**config.mk**
```make
export PLATFORM = sky130hd
export DESIGN_NAME = fifo_demand_paging_policy
export DESIGN_NICKNAME = d
export VERILOG_FILES = /design/src/design/fpp_pkg.sv /design/src/design/fpp_front.sv /design/src/design/fpp_back.sv /design/src/design/fifo_demand_paging_policy.sv
export VERILOG_INCLUDE_DIRS = /design/src /design/src/design
export SDC_FILE = /design/constraint.sdc
export NUM_CORES = 1
export LEC_CHECK = 0
export BUFFER_PORTS_ARGS = -buffer_cell sky130_fd_sc_hd__buf_2
export CORE_ASPECT_RATIO = 1.4
export CORE_MARGIN = 3
export CORE_UTILIZATION = 30
export CTS_CLUSTER_DIAMETER = 60
export DETAILED_ROUTE_END_ITERATION = 8
export SYNTH_ARGS = -nofsm -noshare
export SYNTH_HDL_FRONTEND = slang
export SYNTH_HIERARCHICAL = 1
export SYNTH_SLANG_ARGS = --single-unit
```
**constraint.sdc**
```tcl
create_clock -name clk -period 4.5 [get_ports clk]
set_input_delay 0.225 -clock clk [delete_from_list [all_inputs] [get_ports clk]]
set_output_delay 0.225 -clock clk [all_outputs]
set_load 0.03 [all_outputs]
```
**src/design/fifo_demand_paging_policy_defines.svh**
```systemverilog
// Assertion macros used by the paging policy back end
`ifndef FIFO_DEMAND_PAGING_POLICY_DEFINES_SVH
`define FIFO_DEMAND_PAGING_POLICY_DEFINES_SVH

// Same-cycle implication, checked outside reset
`define FPP_ASSERT_IMP(lbl, ante, cons) \
    lbl: assert property (@(posedge clk) disable iff (!rst_n) (ante) |-> (cons)) \
        else $error("paging policy check failed");

// Next-cycle implication, checked outside reset
`define FPP_ASSERT_NXT(lbl, ante, cons) \
    lbl: assert property (@(posedge clk) disable iff (!rst_n) (ante) |=> (cons)) \
        else $error("paging policy check failed");

`endif

```
**src/design/fpp_pkg.sv**
```systemverilog
// Types and constants of the FIFO demand-paging policy
package fpp_pkg;

    localparam int PAGES_DEF = 32;
    localparam int SLOTS_DEF = 32;

    localparam logic [1:0] ACT_FAULT = 2'd0;
    localparam logic [1:0] ACT_REG   = 2'd1;
    localparam logic [1:0] ACT_LIMIT = 2'd2;

    typedef enum logic [3:0] {
        K_SEGV      = 4'd0,
        K_DROP      = 4'd1,
        K_WR_BACK   = 4'd2,
        K_WR_SWAP   = 4'd3,
        K_LD_ZERO   = 4'd4,
        K_LD_BACK   = 4'd5,
        K_LD_SWAP   = 4'd6,
        K_GRANT     = 4'd7,
        K_REGD      = 4'd8,
        K_LIMIT_SET = 4'd9
    } kind_t;

    typedef enum logic [1:0] {
        OP_FAULT = 2'd0,
        OP_REG   = 2'd1,
        OP_LIMIT = 2'd2,
        OP_BAD   = 2'd3
    } op_t;

    typedef enum logic [2:0] {
        S_IDLE    = 3'd0,
        S_RUN     = 3'd1,
        S_EVICT   = 3'd2,
        S_LOAD    = 3'd3,
        S_LIM_END = 3'd4
    } bstate_t;

    typedef struct packed {
        logic [1:0] action;
        logic [4:0] page;
        logic       backed;
        logic [5:0] new_limit;
    } cmd_t;

    typedef struct packed {
        logic [3:0] kind;
        logic [4:0] page_res;
        logic [4:0] swap_slot;
        logic       last;
    } res_t;

    typedef struct packed {
        op_t        op;
        logic [4:0] page;
        logic       backed;
        logic [5:0] new_limit;
    } op_item_t;

endpackage

```
**src/design/fpp_front.sv**
```systemverilog
// Command intake: classifies each command and queues all but the unused action code for the back end
module fpp_front #(
    parameter int PAGES = fpp_pkg::PAGES_DEF
) (
    input  logic               clk,
    input  logic               rst_n,
    input  logic               start,
    output logic               busy,
    input  fpp_pkg::cmd_t      req,
    output logic               q_valid,
    output fpp_pkg::op_item_t  q_item,
    input  logic               q_pop
);
    import fpp_pkg::*;

    op_item_t   ent_reg [2];
    logic       wr_ptr_reg, wr_ptr_next;
    logic       rd_ptr_reg, rd_ptr_next;
    logic [1:0] cnt_reg, cnt_next;
    op_item_t   cls;
    logic       push;

    always_comb
    begin
        cls.page      = req.page;
        cls.backed    = req.backed;
        cls.new_limit = req.new_limit;
        unique case (req.action)
            ACT_FAULT, ACT_REG:
            begin
                if ({1'b0, req.page} >= 6'(PAGES))
                    cls.op = OP_BAD;
                else if (req.action == ACT_FAULT)
                    cls.op = OP_FAULT;
                else
                    cls.op = OP_REG;
            end
            ACT_LIMIT: cls.op = OP_LIMIT;
            default:   cls.op = OP_BAD;
        endcase
    end

    assign busy    = (cnt_reg == 2'd2);
    // drop the unused action code here: it has no result
    assign push    = start && !busy && (req.action != 2'd3);
    assign q_valid = (cnt_reg != 2'd0);
    assign q_item  = ent_reg[rd_ptr_reg];

    always_comb
    begin
        wr_ptr_next = push  ? ~wr_ptr_reg : wr_ptr_reg;
        rd_ptr_next = q_pop ? ~rd_ptr_reg : rd_ptr_reg;
        cnt_next    = cnt_reg + 2'(push) - 2'(q_pop);
    end

    always_ff @(posedge clk or negedge rst_n)
    begin
        if (!rst_n)
        begin
            wr_ptr_reg <= 1'b0;
            rd_ptr_reg <= 1'b0;
            cnt_reg    <= 2'd0;
        end
        else
        begin
            wr_ptr_reg <= wr_ptr_next;
            rd_ptr_reg <= rd_ptr_next;
            cnt_reg    <= cnt_next;
        end
    end

    always_ff @(posedge clk)
    begin
        if (push)
            ent_reg[wr_ptr_reg] <= cls;
    end

endmodule

```
**src/design/fpp_back.sv**
```systemverilog
// Policy engine: page tables, FIFO order, swap allocation and results
module fpp_back #(
    parameter int PAGES      = fpp_pkg::PAGES_DEF,
    parameter int SWAP_SLOTS = fpp_pkg::SLOTS_DEF
) (
    input  logic               clk,
    input  logic               rst_n,
    input  logic               q_valid,
    input  fpp_pkg::op_item_t  q_item,
    output logic               q_pop,
    output logic               valid,
    output fpp_pkg::res_t      result
);
    import fpp_pkg::*;
    `include "fifo_demand_paging_policy_defines.svh"

    localparam int PW = $clog2(PAGES);
    localparam int SW = $clog2(SWAP_SLOTS);
    localparam int CW = $clog2(PAGES + 1);

    bstate_t         state_reg, state_next;
    op_item_t        op_reg;
    logic [PAGES-1:0] valid_reg, valid_next;
    logic [PAGES-1:0] present_reg, present_next;
    logic [PAGES-1:0] dirty_reg, dirty_next;
    logic [PAGES-1:0] backed_reg, backed_next;
    logic [PAGES-1:0] in_swap_reg, in_swap_next;
    logic [SWAP_SLOTS-1:0] busy_reg, busy_next;
    logic [SW-1:0]   slot_reg [PAGES];
    logic [PW-1:0]   fifo_reg [PAGES];
    logic [PW-1:0]   head_reg, head_next;
    logic [PW-1:0]   tail_reg, tail_next;
    logic [CW-1:0]   count_reg, count_next;
    logic [CW-1:0]   limit_reg, limit_next;
    res_t            res_reg, res_next;
    logic            vld_reg, vld_next;

    logic [PW-1:0]   pidx;
    logic [PW-1:0]   victim;
    logic [SW-1:0]   free_slot;
    logic            free_found;
    logic [5:0]      lim;
    logic            lim_lower;
    logic            must_evict;
    logic            more_evict;
    logic            slot_we;
    logic            fifo_we;

    assign pidx   = PW'(op_reg.page);
    assign victim = fifo_reg[head_reg];
    assign lim    = (op_reg.new_limit == 6'd0) ? 6'd1 : op_reg.new_limit;
    assign lim_lower  = {1'b0, lim} < 7'(limit_reg);
    assign must_evict = (count_reg >= limit_reg) && (count_reg != '0);
    assign more_evict = (7'(count_reg) - 7'd1) > 7'(limit_reg);
    assign q_pop  = (state_reg == S_IDLE) && q_valid;

    // lowest free swap slot
    always_comb
    begin
        free_found = 1'b0;
        free_slot  = '0;
        for (int i = SWAP_SLOTS - 1; i >= 0; i--)
        begin
            if (!busy_reg[i])
            begin
                free_found = 1'b1;
                free_slot  = SW'(i);
            end
        end
    end

    // next state
    always_comb
    begin
        state_next = state_reg;
        unique case (state_reg)
            S_IDLE:
                if (q_valid)
                    state_next = S_RUN;
            S_RUN:
            begin
                unique case (op_reg.op)
                    OP_FAULT:
                        if (!valid_reg[pidx] || present_reg[pidx])
                            state_next = S_IDLE;
                        else if (must_evict)
                            state_next = S_EVICT;
                        else
                            state_next = S_LOAD;
                    OP_LIMIT:
                        if (lim_lower && (7'(count_reg) > {1'b0, lim}))
                            state_next = S_EVICT;
                        else
                            state_next = S_IDLE;
                    default: state_next = S_IDLE;
                endcase
            end
            S_EVICT:
                if (op_reg.op == OP_FAULT)
                    state_next = S_LOAD;
                else if (!more_evict)
                    state_next = S_LIM_END;
            S_LOAD:    state_next = S_IDLE;
            S_LIM_END: state_next = S_IDLE;
            default:   state_next = S_IDLE;
        endcase
    end

    // results
    always_comb
    begin
        vld_next           = 1'b0;
        res_next.kind      = K_SEGV;
        res_next.page_res  = op_reg.page;
        res_next.swap_slot = 5'd0;
        res_next.last      = 1'b1;
        unique case (state_reg)
            S_RUN:
            begin
                unique case (op_reg.op)
                    OP_FAULT:
                    begin
                        vld_next = !valid_reg[pidx] || present_reg[pidx];
                        res_next.kind = valid_reg[pidx] ? K_GRANT : K_SEGV;
                    end
                    OP_REG:
                    begin
                        vld_next      = 1'b1;
                        res_next.kind = K_REGD;
                    end
                    OP_LIMIT:
                    begin
                        vld_next = !(lim_lower && (7'(count_reg) > {1'b0, lim}));
                        res_next.kind     = K_LIMIT_SET;
                        res_next.page_res = 5'd0;
                    end
                    default:
                    begin
                        vld_next      = 1'b1;
                        res_next.kind = K_SEGV;
                    end
                endcase
            end
            S_EVICT:
            begin
                vld_next          = 1'b1;
                res_next.last     = 1'b0;
                res_next.page_res = 5'(victim);
                if (!dirty_reg[victim])
                    res_next.kind = K_DROP;
                else if (backed_reg[victim])
                    res_next.kind = K_WR_BACK;
                else if (free_found)
                begin
                    res_next.kind      = K_WR_SWAP;
                    res_next.swap_slot = 5'(free_slot);
                end
                else
                    res_next.kind = K_DROP;
            end
            S_LOAD:
            begin
                vld_next = 1'b1;
                if (in_swap_reg[pidx])
                begin
                    res_next.kind      = K_LD_SWAP;
                    res_next.swap_slot = 5'(slot_reg[pidx]);
                end
                else if (backed_reg[pidx])
                    res_next.kind = K_LD_BACK;
                else
                    res_next.kind = K_LD_ZERO;
            end
            S_LIM_END:
            begin
                vld_next          = 1'b1;
                res_next.kind     = K_LIMIT_SET;
                res_next.page_res = 5'd0;
            end
            default: vld_next = 1'b0;
        endcase
    end

    // page tables and FIFO order
    always_comb
    begin
        valid_next   = valid_reg;
        present_next = present_reg;
        dirty_next   = dirty_reg;
        backed_next  = backed_reg;
        in_swap_next = in_swap_reg;
        busy_next    = busy_reg;
        head_next    = head_reg;
        tail_next    = tail_reg;
        count_next   = count_reg;
        limit_next   = limit_reg;
        slot_we      = 1'b0;
        fifo_we      = 1'b0;
        unique case (state_reg)
            S_RUN:
            begin
                if (op_reg.op == OP_REG && !valid_reg[pidx])
                begin
                    valid_next[pidx]   = 1'b1;
                    backed_next[pidx]  = op_reg.backed;
                    present_next[pidx] = 1'b0;
                    dirty_next[pidx]   = 1'b0;
                    in_swap_next[pidx] = 1'b0;
                end
                if (op_reg.op == OP_FAULT && valid_reg[pidx] && present_reg[pidx])
                    dirty_next[pidx] = 1'b1;
                if (op_reg.op == OP_LIMIT && lim_lower)
                    limit_next = CW'(lim);
            end
            S_EVICT:
            begin
                head_next = (32'(head_reg) == PAGES - 1) ? '0 : head_reg + 1'b1;
                count_next = count_reg - 1'b1;
                present_next[victim] = 1'b0;
                dirty_next[victim]   = 1'b0;
                if (dirty_reg[victim] && !backed_reg[victim] && free_found)
                begin
                    busy_next[free_slot] = 1'b1;
                    in_swap_next[victim] = 1'b1;
                    slot_we              = 1'b1;
                end
            end
            S_LOAD:
            begin
                if (in_swap_reg[pidx])
                begin
                    busy_next[slot_reg[pidx]] = 1'b0;
                    in_swap_next[pidx]        = 1'b0;
                    dirty_next[pidx]          = 1'b1;
                end
                present_next[pidx] = 1'b1;
                fifo_we   = 1'b1;
                tail_next = (32'(tail_reg) == PAGES - 1) ? '0 : tail_reg + 1'b1;
                count_next = count_reg + 1'b1;
            end
            default: count_next = count_reg;
        endcase
    end

    always_ff @(posedge clk or negedge rst_n)
    begin
        if (!rst_n)
        begin
            state_reg   <= S_IDLE;
            valid_reg   <= '0;
            present_reg <= '0;
            dirty_reg   <= '0;
            backed_reg  <= '0;
            in_swap_reg <= '0;
            busy_reg    <= '0;
            head_reg    <= '0;
            tail_reg    <= '0;
            count_reg   <= '0;
            limit_reg   <= CW'(PAGES);
            vld_reg     <= 1'b0;
        end
        else
        begin
            state_reg   <= state_next;
            valid_reg   <= valid_next;
            present_reg <= present_next;
            dirty_reg   <= dirty_next;
            backed_reg  <= backed_next;
            in_swap_reg <= in_swap_next;
            busy_reg    <= busy_next;
            head_reg    <= head_next;
            tail_reg    <= tail_next;
            count_reg   <= count_next;
            limit_reg   <= limit_next;
            vld_reg     <= vld_next;
        end
    end

    always_ff @(posedge clk)
    begin
        res_reg <= res_next;
        if (q_pop)
            op_reg <= q_item;
        if (slot_we)
            slot_reg[victim] <= free_slot;
        if (fifo_we)
            fifo_reg[tail_reg] <= pidx;
    end

    assign valid  = vld_reg;
    assign result = res_reg;

    `FPP_ASSERT_IMP(a_last_idle, vld_reg && res_reg.last, state_reg == S_IDLE)
    `FPP_ASSERT_IMP(a_evict_nonempty, state_reg == S_EVICT, count_reg != '0)
    `FPP_ASSERT_IMP(a_count_fits, 1'b1, 32'(count_reg) <= PAGES)
    `FPP_ASSERT_NXT(a_load_grows, state_reg == S_LOAD, count_reg == $past(count_reg) + 1'b1)

endmodule

```
**src/design/fifo_demand_paging_policy.sv**
```systemverilog
// FIFO demand-paging policy: top level
// Usage:
// A command is transferred at a rising edge where start is high and busy is
// low; req carries action, page, backed and new_limit. Busy rises only when
// the two-entry command queue is full, so a further command may be issued
// while the engine is still working on an earlier one.
// Each result appears on result for one cycle with valid high and must be
// taken then: the receiver cannot stall. The final result of a command has
// result.last set; an unused action code yields no result at all.
// A fault on a resident or unregistered page, a registration and a limit
// change that evicts nothing give one result; a fault that loads gives a load
// result, preceded by an eviction result when the resident limit is reached;
// lowering the limit gives one result per evicted page, then a final one.
// The engine's sequencer handles one command at a time: when idle it fetches
// the next command from the queue, then steps through the run state and, as
// needed, the evict, load or limit-end states, one table step per cycle.
// Reset clears all page state, the FIFO order and the queue, and restores the
// resident limit to the full page count; no clearing pass is needed.
module fifo_demand_paging_policy #(
    parameter int PAGES      = fpp_pkg::PAGES_DEF,
    parameter int SWAP_SLOTS = fpp_pkg::SLOTS_DEF
) (
    input  logic           clk,
    input  logic           rst_n,
    input  logic           start,
    output logic           busy,
    input  fpp_pkg::cmd_t  req,
    output logic           valid,
    output fpp_pkg::res_t  result
);
    import fpp_pkg::*;

    logic     q_valid;
    logic     q_pop;
    op_item_t q_item;

    fpp_front #(
        .PAGES(PAGES)
    ) u_front (
        .clk     (clk),
        .rst_n   (rst_n),
        .start   (start),
        .busy    (busy),
        .req     (req),
        .q_valid (q_valid),
        .q_item  (q_item),
        .q_pop   (q_pop)
    );

    fpp_back #(
        .PAGES     (PAGES),
        .SWAP_SLOTS(SWAP_SLOTS)
    ) u_back (
        .clk     (clk),
        .rst_n   (rst_n),
        .q_valid (q_valid),
        .q_item  (q_item),
        .q_pop   (q_pop),
        .valid   (valid),
        .result  (result)
    );

endmodule
```
Word level (Yosys, flattened, before mapping)
Memory sizes are Yosys's and may differ from the RTL's. A register that Yosys moved wholly into a read port is not among the register bits.
Cells that the tools add are included.
{"block": "op_classes", "addsub": 7, "n_lt_le_gt_ge": 12, "n_eq_ne": 17, "n_mux": 140, "bitwise": 17, "reduce_logical": 37}
{"operator": "two-way mux 32 bit", "n": 10}
{"operator": "one-hot mux 32 bit (3 select lines)", "n": 3}
{"operator": "two-way mux 5 bit", "n": 39}
{"operator": "AND 32 bit", "n": 6}
{"operator": "bitwise OR 32 bit", "n": 6}
{"operator": "inverter 32 bit", "n": 3}
{"operator": "one-hot mux 32 bit (2 select lines)", "n": 1}
{"operator": "two-way mux 1 bit", "n": 55}
{"operator": "bitwise mux 32 bit", "n": 1}
{"operator": "binary-select mux 1 bit (select 5 bit)", "n": 6}
{"operator": "less-than comparator 5 x 6 -> 1 bit, second input constant", "n": 4}
{"operator": "demux 1 bit (select 5 bit)", "n": 4}
{"operator": "greater-or-equal comparator 5 x 1 -> 1 bit, second input constant", "n": 4}
{"operator": "one-hot mux 4 bit (4 select lines)", "n": 1}
{"operator": "logical AND 1 bit", "n": 15}
{"operator": "two-way mux 3 bit", "n": 5}
{"operator": "one-hot mux 5 bit (3 select lines)", "n": 1}
{"operator": "one-hot mux 4 bit (3 select lines)", "n": 1}
{"operator": "one-hot mux 6 bit (2 select lines)", "n": 1}
{"operator": "adder 5 x 1 -> 5 bit, second input constant", "n": 2}
{"operator": "equality test 5 bit, second input constant", "n": 2}
{"operator": "one-hot mux 5 bit (2 select lines)", "n": 1}
{"operator": "AND reduction 2 bit", "n": 5}
{"operator": "one-hot mux 3 bit (3 select lines)", "n": 1}
{"operator": "36 further kinds", "n": 53}
{"block": "totals", "register_bits": 237, "ram_bits": 348, "input_bits": 17, "output_inout_bits": 17, "elab_cells": 252, "mem_count": 3}
{"name": "u_back.fifo_reg", "words": 32, "width": 5, "rd": 1, "rd_ports_with_merged_regs": 0, "write_ports": 1, "line": "fpp_back.sv:30", "source": "logic [PW-1:0] fifo_reg [PAGES];"}
{"name": "u_back.slot_reg", "words": 32, "width": 5, "rd": 1, "rd_ports_with_merged_regs": 0, "write_ports": 1, "line": "fpp_back.sv:29", "source": "logic [SW-1:0] slot_reg [PAGES];"}
{"name": "u_front.ent_reg", "words": 2, "width": 14, "rd": 1, "rd_ports_with_merged_regs": 1, "write_ports": 1, "line": "fpp_front.sv:16", "source": "op_item_t ent_reg [2];"}

Logic depth before layout (Yosys ltp)
{"block": "depth", "ltp_word": 39, "ltp_mapped": 16, "ltp_nobuf": 14}

Hierarchy
Netlist, hierarchy kept.
{"mod": "fpp_back", "n_inst": 1, "cells_per_inst": 2032, "area_per_inst_um2": 26520.4, "seq_area_each_um2": 15886.5}
{"mod": "fpp_front", "n_inst": 1, "cells_per_inst": 64, "area_per_inst_um2": 1285.0, "seq_area_each_um2": 940.9}

Least setup slack after synthesis
Ideal clock, no wire load.
{"block": "synth_path", "path_type": "register -> register", "start": "register u_back.head_reg[0]", "end": "memory u_back/slot_reg[13][0] in the netlist's numbering (enable)", "setup_time_ps": 385, "arrival_time_ps": 3741, "required_time_ps": 4115, "slack_ps": 374, "stages_incl_launch_ff": 13, "n_path_buf": 4, "period_less_slack_ps": 4126, "path_cell_list": "dfrtp_1 buf_6 mux4_2 a2111o_1 nand2_2 buf_8 buf_2 mux2i_1 mux2i_1 o2111ai_1 o221ai_1 clkbuf_1 nor4_1"}
{"block": "synth_between", "elab_chain_len": 10, "word_cells_on_any_way": 12, "classes_between": "mux: 8; reduce/logical: 3; memory: 1"}
{"item": "from (decl)", "line": "fpp_back.sv:31", "source": "logic [PW-1:0] head_reg, head_next;"}
{"item": "from (signal assigned)", "line": "fpp_back.sv:271", "source": "head_reg <= head_next;"}
{"item": "memory (32 x 5 bit) *"}
{"item": "binary-select mux 1 bit (select 5 bit)", "line": "fpp_back.sv:221", "source": "if (dirty_reg[victim] && !backed_reg[victim] && free_found)"}
{"item": "two-way mux 1 bit (not written as such)", "line": "fpp_back.sv:221"}
{"item": "logical NOT 1 bit", "line": "fpp_back.sv:221"}
{"item": "logical AND 1 bit (2 in series)", "line": "fpp_back.sv:221"}
{"item": "two-way mux 1 bit", "line": "fpp_back.sv:221"}
{"item": "two-way mux 1 bit", "line": "fpp_back.sv:199", "source": "unique case (state_reg)"}
{"item": "two-way mux 1 bit", "line": "fpp_back.sv:284", "source": "if (slot_we)"}
{"item": "two-way mux 1 bit (not written as such)", "line": "fpp_back.sv:285", "source": "slot_reg[victim] <= free_slot;"}
{"item": "to (decl)", "line": "fpp_back.sv:29"}
Every way passes the cells marked *; elsewhere a longest branch is shown, timed or not. The select of a mux whose other input is x is not followed.

Final worst setup path
{"block": "layout_path", "start": "register u_back.head_reg[0]", "end": "memory u_back/slot_reg[29][3] in the netlist's numbering (enable)"}
The elaborated chain is that of the path after synthesis.

==> impl_summary.txt <==
----------------------------------------------------
[Min path]
  Hold worst-path end ... u_front/ent_reg[0][1]
  Kind of path behind the tightest hold check ... in2reg
  Hold Path Depth ... 2
  Worst Hold Launch ... req[1]

[Logic synthesis]
  Synth area leaders ... sky130_fd_sc_hd__edfxtp_1 39%, sky130_fd_sc_hd__dfrtp_1 20%, sky130_fd_sc_hd__mux4_2 9.0%
  Cell types with the highest counts after synthesis ... 362 x sky130_fd_sc_hd__edfxtp_1, 221 x sky130_fd_sc_hd__dfrtp_1, 180 x sky130_fd_sc_hd__nand2_1, 159 x sky130_fd_sc_hd__a21oi_1, 142 x sky130_fd_sc_hd__o21ai_0
  Count of different cell masters after synthesis ... 81
  Count of synthesis-stage warnings from yosys ... 6
  Area share of the leading cell type in the synthesized netlist ... 39.09%
  Number of flops mapped to enable cells by yosys ... 362
  Sequential cell area fraction in the yosys report ... 60.52%
  Asr flop ratio synth ... 36.75%
  Most used standard cell by instance count after synthesis ... sky130_fd_sc_hd__edfxtp_1
  Dominant cell type by area after synthesis ... sky130_fd_sc_hd__edfxtp_1
  Mean post-synth cell area ... 13.27 um2
  Number of synthesized register bits ... 604
  Net count after synthesis ... 2155
  Most used flip-flop cell after synthesis ... sky130_fd_sc_hd__edfxtp_1
  Synthesized area ... 27810 um2
  Post-Synthesis Cells ... 2096

[Clock tree]
  Total clock buffers created by CTS ... 66
  # clock sinks ... 604
  Master cell of the clock root buffer ... sky130_fd_sc_hd__clkbuf_16
  Max Buffers Root-to-Sink ... 3
  CTS tree ... built
  Count of buffers added by post-CTS timing repair for setup ... 0
  Clock insertion delay at the later pin of the skew report ... 610 ps
  Count of H-tree levels built during CTS ... 3
  Reg clk slew, reported paths ... 60 ps

[Finish]
  Number of nets at the end of the flow ... 2276
  Synthesis-to-layout area growth ... 16.60%
  Finished layout cell area ... 32420 um2
  Share of post-route cells with drive strength above 1 ... 21.93%
  # fillers ... 8763

[STA]
  Final period utilization ... 94.58%
  Worst slew margin relative to its limit ... 29.99%
  Layout Skew ... 26.37 ps
  Slew Viols, Final ... 0
  Final WS setup ... 243.8 ps
  RSZ-0062 raised after global routing ... false
  Highest clock rate ... 235.0 MHz
  Transition time of the tightest slew-check pin ... 1049 ps
  # setup viols final ... 0
  Final-report hold violation count ... 0
  Final period demand of the worst path ... 4256 ps
  Setup tns final ... 0 ps

[Worst setup path]
  Most Frequent Cell on Critical Path ... sky130_fd_sc_hd__buf_4
  Crit. Startpoint ... u_back/head_reg[0]
  R2R Path End ... u_back/slot_reg[29][3]
  Path depth of the worst reg2reg path ... 13
  Nature of the critical path startpoint ... register
  Max FO, Critical Path ... 19
  Reg2reg setup slack ... 240 ps
  Endpoint type of the worst setup path ... register
  Worst R2R Start ... u_back/head_reg[0]
  Highest cell delay on the worst timing path ... 510 ps
  Critical path's slowest cell ... sky130_fd_sc_hd__dfrtp_2
  Crit path arrival time ... 4560 ps
  Kind of cell adding the most delay to the critical path ... buffers and inverters
  Crit path cell chain ... buf_12 -> mux4_2 -> a22oi_1 -> nand4_1 -> and2_1 -> buf_4 -> a311oi_1 -> a221o_1 -> nand4_2 -> buf_4 -> buf_4 -> nor4_1 -> buf_4
  Worst path bufs/invs ... 5
  Required time of the critical path ... 4800 ps
  Critical path start-end classification ... reg2reg

[Placed design]
  Number of I/O port buffers ... 33
  GPL Wtd Cong ... 0.9491
  Post-detailed-placement cell area ... 30050 um2
  Total half-perimeter wirelength after legalization and detailed placement ... 56840 um
  Post-placement worst setup slack ... -25.78 ps

[Global route]
  Aggregate global-route resource usage ... 16.02%
  Via count of the first global-routing pass ... 19470
  Wire length of the first global-routing pass ... 120300 um
  Initial antenna violation count ... 1
  Largest net degree at the start of global routing ... 127
  Congestion Overflow GR ... 0

[Routing]
  Drt drc ... 0
  Number of nets with antenna violations after detailed routing ... 0
  Count of routing violations after the opening detailed-route iteration ... 1506
  Routed via count divided by cell count ... 5.416
  DR pass1 iterations ... 5
  Total routed wirelength ... 78650 um
  Wire length per cell after detailed routing ... 22.67 um
  Total via count after detailed routing ... 18790

[Power]
  LEAKAGE ... 12.22 nW
  IR Drop Worst-Case VDD ... 0.3338 mV
  Power per Cell Area ... 596.0 nW/um2

[Die]
  Standard-cell row count ... 131
  I/O Pins ... 34
  Initial standard-cell utilization of the core ... 30.40%
  Chip Width ... 263.3 um
  Die H ... 366.2 um
  Die Footprint ... 96430 um2
  Standard cell core area ... 91460 um2

[Run status]
  Outcome ... completed

[Job]
  Count of max-cap constraint violations ... 0

----------------------------------------------------
## layer usage
layer  up-vias  global-route usage, %  wire [um]
met5         -                      0          0
met3       211                  2.190       4156
met1      9518                  17.95      28740
met4         0                  9.293       4631
met2       793                  28.93      41130
li1       8267                      -          -
## through the flow
step                hold WS (ps)  util [%]  total power [mW]  instances
floorplan                 -70.59         -             11.51       2096
global placement           417.9     32.86             13.82       3330
detailed placement         419.2     32.86             13.98       3330
CTS                        308.7     35.42             19.42       3468
global route               332.7     35.45             20.27       3468
finish                     344.8     35.45             19.32       3469
## cells by family after synthesis
| kind of cell | synth area share, % |
|---|---|
| AO/OA/AOI/OAI | 11.74 |
| XOR/XNOR | 0.4095 |
| adder cells (fa/ha/maj) | 1.917 |
| buffers and inverters | 2.920 |
| flip-flops | 60.52 |
| multiplexers | 13.40 |
| AND/OR/NAND/NOR | 9.099 |
## area by class of cell
class                   instances  area, um2  area share (%)
diodes                          1      2.502        0.007718
flip-flops and latches        604      16830           51.91
inverters                      57      214.0          0.6599
repair buffers                181       1451           4.477
multi-input cells            1307      10250           31.61
clock inverters                31      307.8          0.9494
well taps                    1197       1498           4.619
clock buffers                  91       1869           5.766
## timing repair
action	CTS	global route
hold buffers	16	0
endpoints found under the hold margin	153	0
endpoints found under the setup margin	18	32
gates resized for setup	2	4
## power breakdown
group	internal (mW)	switching, mW	leakage, nW
clock network	3.13	2.24	1.05
logic	2.56	3.81	4.34
registers	6.78	0.798	6.82
total	12.5	6.85	12.2
## worst reg2reg max path: stages, from the launching register on
cell                       delay, ps
sky130_fd_sc_hd__dfrtp_2         510
sky130_fd_sc_hd__buf_12          200
sky130_fd_sc_hd__mux4_2          500
sky130_fd_sc_hd__a22oi_1         380
sky130_fd_sc_hd__nand4_1         160
sky130_fd_sc_hd__and2_1          340
sky130_fd_sc_hd__buf_4           210
sky130_fd_sc_hd__a311oi_1        210
sky130_fd_sc_hd__a221o_1         220
sky130_fd_sc_hd__nand4_2         130
sky130_fd_sc_hd__buf_4           260
sky130_fd_sc_hd__buf_4           190
sky130_fd_sc_hd__nor4_1          390
sky130_fd_sc_hd__buf_4           240
## worst max path at each step
stage	to	slack [ps]	cells after the start
finish	u_back/slot_reg[29][3]	240	13
global route	u_back/slot_reg[7][1]	20	14
CTS	u_back/slot_reg[26][3]	50	13
detailed placement	u_back/slot_reg[19][3]	-30	11
global placement	u_back/result[2]	60	12
floorplan	u_back/slot_reg[13][0]	370	12
## placed cells by master, fill, tap and decap left out, drive strengths merged, types with 6 or more instances in the layout
cell type	n
clkbuf	91
o32ai	12
xnor2	8
a22oi	25
mux2	65
and2	9
nor3	24
or3	19
inv	64
nand4	22
o21ai	142
o22a	11
nor2b	11
mux2i	46
nand3	27
dlygate4sd3	16
dfxtp	20
o41ai	20
or2	7
nor4	22
o21a	6
nor2	129
dfrtp	221
nand2b	46
a31oi	8
buf	165
and3	7
mux4	111
nand2	181
o31ai	14
o22ai	15
ha	41
edfxtp	362
nand3b	9
o2bb2ai	21
clkinv	16
a2bb2oi	16
a21oi	159
No activity file was read; power rests on OpenSTA's default activity.
